===== config.mk =====
export PLATFORM = sky130hd
export DESIGN_NAME = ckc_ctrl
export DESIGN_NICKNAME = d
export VERILOG_FILES = /design/src/rtl/ckc_pkg.sv /design/src/rtl/ckc_ctrl.sv
export SDC_FILE = /design/constraint.sdc
export NUM_CORES = 1
export LEC_CHECK = 0
export ABC_AREA = 1
export BUFFER_PORTS_ARGS = -buffer_cell sky130_fd_sc_hd__buf_2
export CAP_MARGIN = 10
export CORE_AREA = 3 3 40 42
export CTS_CLUSTER_SIZE = 16
export DETAILED_ROUTE_END_ITERATION = 6
export DIE_AREA = 0 0 43 45
export HOLD_SLACK_MARGIN = 0.05
export PLACE_DENSITY = 0.59
export SLEW_MARGIN = 40
export SYNTH_ARGS = -nofsm -noshare
export SYNTH_HDL_FRONTEND = slang
export SYNTH_SLANG_ARGS = --single-unit

===== constraint.sdc =====
create_clock -name i_clk -period 3.1 [get_ports i_clk]
set_clock_uncertainty 0.2 [all_clocks]
set_input_delay 0.31 -clock i_clk [delete_from_list [all_inputs] [get_ports i_clk]]
set_output_delay 0.31 -clock i_clk [all_outputs]
set_load 0.02 [all_outputs]

===== src/rtl/ckc_pkg.sv =====
`default_nettype none
package ckc_pkg;

    // fixed field widths
    localparam int unsigned KMER_W    = 62;
    localparam int unsigned COUNT_W   = 32;
    localparam int unsigned LEN_W     = 5;
    localparam int unsigned CHAR_W    = 8;
    localparam int unsigned INDEX_W   = 12;
    localparam int unsigned USED_W    = 13;
    localparam int unsigned OP_W      = 2;
    localparam int unsigned S_DATA_W  = 24;
    localparam int unsigned M_DATA_W  = 112;
    localparam int unsigned APB_W     = 32;
    localparam int unsigned PADDR_W   = 3;

    // defaults and limits
    localparam int unsigned DEF_TABLE_ENTRIES = 4096;
    localparam int unsigned DEF_MAX_KMER_LEN  = 31;
    localparam logic [LEN_W-1:0]   BASES_SAT    = 5'd31;
    localparam logic [LEN_W-1:0]   K_SIZE_RST   = 5'd21;
    localparam logic [COUNT_W-1:0] COUNT_MAX    = '1;

    // register indexes
    localparam logic REG_K_SIZE     = 1'b0;
    localparam logic REG_CNT_THRESH = 1'b1;

    typedef enum logic [OP_W-1:0] {
        OP_BASE  = 2'd0,
        OP_EOR   = 2'd1,
        OP_READ  = 2'd2,
        OP_CLEAR = 2'd3
    } t_op;

    typedef enum logic [3:0] {
        S_IDLE,
        S_DECODE,
        S_RD,
        S_CMP,
        S_UPD,
        S_INSERT,
        S_RDONE,
        S_FIN
    } t_state;

    // controller to datapath
    typedef struct packed {
        logic load;
        logic scan_start;
        logic ptr_inc;
        logic rd_idx;
        logic upd;
        logic insert;
        logic rdout;
        logic out_load;
    } t_cmd;

    // datapath to controller
    typedef struct packed {
        t_op  op;
        logic clean;
        logic used_zero;
        logic idx_ok;
        logic hit;
        logic last;
        logic out_free;
    } t_stat;

    // 2-bit base code, valid flag in the top bit
    function automatic logic [2:0] base_code(input logic [CHAR_W-1:0] c);
        logic [2:0] r;
        case (c)
            8'h41:   r = 3'b100;
            8'h43:   r = 3'b101;
            8'h47:   r = 3'b110;
            8'h54:   r = 3'b111;
            default: r = 3'b000;
        endcase
        return r;
    endfunction

endpackage
`default_nettype wire


===== src/rtl/ckc_ctrl.sv =====
`default_nettype none
module ckc_ctrl
    import ckc_pkg::*;
(
    input  wire logic  i_clk,
    input  wire logic  i_rst_n,
    input  wire logic  i_in_valid,
    output logic       o_in_ready,
    input  wire t_stat i_stat,
    output t_cmd       o_cmd
);
    t_state r_state, n_state;

    // state register
    always_ff @(posedge i_clk) begin
        if (!i_rst_n) begin
            r_state <= S_IDLE;
        end else begin
            r_state <= n_state;
        end
    end

    // next state and commands
    always_comb begin
        n_state    = r_state;
        o_cmd      = '0;
        o_in_ready = 1'b0;
        case (r_state)
            S_IDLE: begin
                o_in_ready = 1'b1;
                if (i_in_valid) begin
                    o_cmd.load = 1'b1;
                    n_state    = S_DECODE;
                end
            end
            S_DECODE: begin
                case (i_stat.op)
                    OP_BASE: begin
                        if (!i_stat.clean) begin
                            n_state = S_FIN;
                        end else if (i_stat.used_zero) begin
                            n_state = S_INSERT;
                        end else begin
                            o_cmd.scan_start = 1'b1;
                            n_state          = S_RD;
                        end
                    end
                    OP_READ: begin
                        if (i_stat.idx_ok) begin
                            o_cmd.rd_idx = 1'b1;
                            n_state      = S_RDONE;
                        end else begin
                            n_state = S_FIN;
                        end
                    end
                    default: n_state = S_FIN;
                endcase
            end
            S_RD: n_state = S_CMP;
            S_CMP: begin
                if (i_stat.hit) begin
                    n_state = S_UPD;
                end else if (i_stat.last) begin
                    n_state = S_INSERT;
                end else begin
                    o_cmd.ptr_inc = 1'b1;
                    n_state       = S_RD;
                end
            end
            S_UPD: begin
                o_cmd.upd = 1'b1;
                n_state   = S_FIN;
            end
            S_INSERT: begin
                o_cmd.insert = 1'b1;
                n_state      = S_FIN;
            end
            S_RDONE: begin
                o_cmd.rdout = 1'b1;
                n_state     = S_FIN;
            end
            S_FIN: begin
                if (i_stat.out_free) begin
                    o_cmd.out_load = 1'b1;
                    n_state        = S_IDLE;
                end
            end
            default: n_state = S_IDLE;
        endcase
    end
endmodule
`default_nettype wire


[Word level (Yosys, flattened, before mapping)]
Cells that the tools add are included.
Operators by class
  $add $sub $neg: 0
  $mul: 0
  divide/modulo/power cells: 0
  order comparisons: 0
  equality and inequality tests: 10
  shift operators: 0
  multiplexer cells: 27
  bitwise operators: 0
  reduce and logical (&&, ||, !) cells: 4
Operators by type and width (count)
  4-bit one-hot mux with 6 select lines: 1
  1-bit 2-to-1 mux: 19
  4-bit by 3-bit == test with 1-bit output, second input constant: 4
  4-bit 2-to-1 mux: 3
  3-bit 2-to-1 mux: 3
  4-bit by 2-bit == test with 1-bit output, second input constant: 2
  4-bit one-hot mux with 2 select lines: 1
  4-bit by 1-bit == test with 1-bit output, second input constant: 1
  4-bit zero test: 1
  2-bit inequality test, second input constant: 2
  3-bit OR reduction: 1
  2-bit == test, second input constant: 1
  2-bit zero test: 1
  2-bit AND reduction: 1
Storage, ports and cells
  register bits after elaboration: 4
  latch bits: 0
  bits in writable memories: 0
  bits in read-only memories: 0
  input port bits: 11
  output and inout port bits: 9
  word-level logic and storage cells: 42
  memories kept: 0

[Depth between registers and ports, before layout]
  word-level depth: 4
  mapped depth: 8

[Least setup slack after synthesis]
OpenSTA, ideal clock, no wires.
  path type: register to output
  from: register r_state[0]
  to: output o_cmd[4] in the netlist's numbering
  data arrival time: 968 ps
  required time: 2590 ps
  slack: 1622 ps
  stages on the path, launching flop included: 5
  path buffers: 0
  cells stage by stage: dfxtp_1 > inv_2 > nor3_4 > inv_1 > nor2_1
RTL lines
  from (decl): line ckc_ctrl.sv:12  | t_state r_state, n_state;
  from (signal assigned): line ckc_ctrl.sv:19  | r_state <= n_state;
  to (decl): line ckc_ctrl.sv:10  | output t_cmd o_cmd

==> results.cfg <==
[run]
maxCapViolations = 0

[min_path]
hp-class = in -> reg

[placement]
gp_congestion = 0.680
dp_hpwl_um = 632
io_buffers = 19
place_ws_ns = 1.58

[timing]
fmax_mhz = 573
setup_viol = 0
worst_pin_slew_ns = 0.293
rsz0062_at_grt = no
whs_ns = 0.0950
maxSlewHeadroom_pct = 80.5
final_hold_viol_count = 0
min_period_ns = 1.74
finalCritPeriodShare_pct = 56.3
slew_viol_final = 0
setup-tns-final_ns = 0
fin_ws_ns = 1.36

[floorplan]
chipWidth_um = 43
initial_core_util_pct = 23.6
core_area_mm2 = 0.00128
die_h_um = 45
ios = 20
die-area_mm2 = 0.00194
rows = 13

[clock_tree]
h-tree-depth = 1
cts_tree = done
ctsResizeCount = 0
postCtsHoldBufs = 0
numClockSinks = 3
cts_buffers = 3
clk_pin_slew_ns = 0.04
clockBufferDepth = 2
post_cts_buffers = 0
clockRootBuffer = clkbuf_4
worstSkewPairLatency_ns = 0.23

[finish]
multi_input_area_um2 = 190
fin_nets = 92
final_common_cell = buf_2
regArea_um2 = 60.1
utilization_pct = 34.5
largest-register = r_state
top_regs = r_state x3
most-common-layout-cells = 19 x buf_2, 14 x nand2_1, 12 x inv_1, 12 x nor2_1, 4 x nand3_1
diodes = 0
n_fill_cell = 164
largest_reg_flops = 3
drive_above_1_share_pct = 32.5
area_delta_synth_final_pct = 46.3

[power]
power_per_cell_area_mw_per_mm2 = 857
power_w = 0.000380
swShare_pct = 50.7
pwr-share-seq_pct = 24.8
vdd.ir_drop.worst_mv = 0.320
p_int_w = 0.000187
pwr-share-clk_pct = 17.8
pwr-share-comb_pct = 57.4
p_leak_nw = 0.270
p_sw_w = 0.000193

[logic_synthesis]
synth_cells = 57
netlist_area_um2 = 303
ys_types = 14
syn_nets = 68
ys.warnings.count = 0
avgSynthCellArea_um2 = 5.31
synth-seq-cells = 3
yosysSeqAreaShare_pct = 19.8

[setup_path]
critical-path-top-delay-family = flip-flops
worstPathMaxFanout = 6
cpPeakStageDelay_ns = 0.42
endpoint_kind = primary output
crit_buf_inv = 3
startpoint_type = register
crit_chain = inv_2 > nor3_4 > inv_1 > nor2_1 > buf_2
critPathSlowestCell = dfxtp_1
critPathRequiredTime_ns = 2.59
cp_data_arrival_time_ns = 1.23
worstSetupPathType = reg -> out

[global_routing]
grt_pass1_wl_um = 1260
grt_use_total_pct = 8.67
grt_max_degree = 8
grt_pass1_vias = 354
grt_remaining_overflow = 0
antenna_found_initial = 0

[route]
ant_nets = 0
wl_per_cell_um = 7.35
drt_first_pass_iters = 2
vias_per_cell = 4.04
drc = 0
finalWirelength_um = 698
drt_iter0_markers = 4
num_vias = 384

[run_status]
status = finished clean
cell usage after synthesis (all sizes together):
| cell type | count | area [um2] |
|---|---|---|
| nor2 | 13 | 51.3 |
| nand3b | 1 | 7.51 |
| nand3 | 5 | 30.0 |
| inv | 13 | 48.8 |
| clkinv | 1 | 3.75 |
| nand2 | 14 | 52.6 |
| nor3 | 1 | 16.3 |
| dfxtp | 3 | 60.1 |
| nand4 | 2 | 12.5 |
| o21ai | 2 | 10.0 |
| a21oi | 2 | 10.0 |
cell families (layout without fill, tap and decap cells):
group / Yosys count / in the layout / synth area share, %
simple gates: 36 / 36 / 56.2
flops: 3 / 3 / 19.8
compound gates: 4 / 4 / 6.61
buf+inv: 14 / 37 / 17.4
worst min-delay path, delay by kind of cell:
kind,cells,cell delay [ns]
buffers and inverters,2,0.14
and+or+nand+nor,1,0.05
through the flow:
stage,cell area (um2),std cells
2_1_floorplan,303,57
3_3_place_gp,417,91
3_5_place_dp,417,91
4_1_cts,443,95
5_1_grt,443,95
6_report,443,95
path summary, 6_finish.rpt:
path,from,endpoint,slack [ns],depth (start not counted)
hold reg to reg,r_state[0],r_state[0],0.43,2
setup reg to reg,r_state[1],r_state[0],1.76,7
setup / recovery,r_state[0],o_cmd[4],1.36,5
hold / removal,i_rst_n,r_state[2],0.09,3
power groups by stage:
stage	combinational, W	sequential [W]	clock [W]
3_5_place_dp	0.000223	0.0000953	0
3_3_place_gp	0.000224	0.0000941	0
5_1_grt	0.000248	0.000101	0.0000764
2_1_floorplan	0.000168	0.0000889	0
4_1_cts	0.000224	0.0000944	0.0000708
6_report	0.000218	0.0000941	0.0000676
cell type report:
| cell class | instances | area share [%] |
|---|---|---|
| clock buffers | 4 | 5.93 |
| inverters | 14 | 11.9 |
| multi-input cells | 40 | 42.9 |
| flip-flops and latches | 3 | 13.6 |
| well taps | 15 | 4.24 |
| repair buffers | 19 | 21.5 |
routing by layer:
layer	up-vias	track usage [%]	part of all wire, %
met4	0	5.42	0
met5	-	0	0
met3	0	2.79	6.0
met1	159	9.20	42
li1	218	-	-
met2	7	15.0	52
Note: power is estimated with default switching activity, not from simulation.
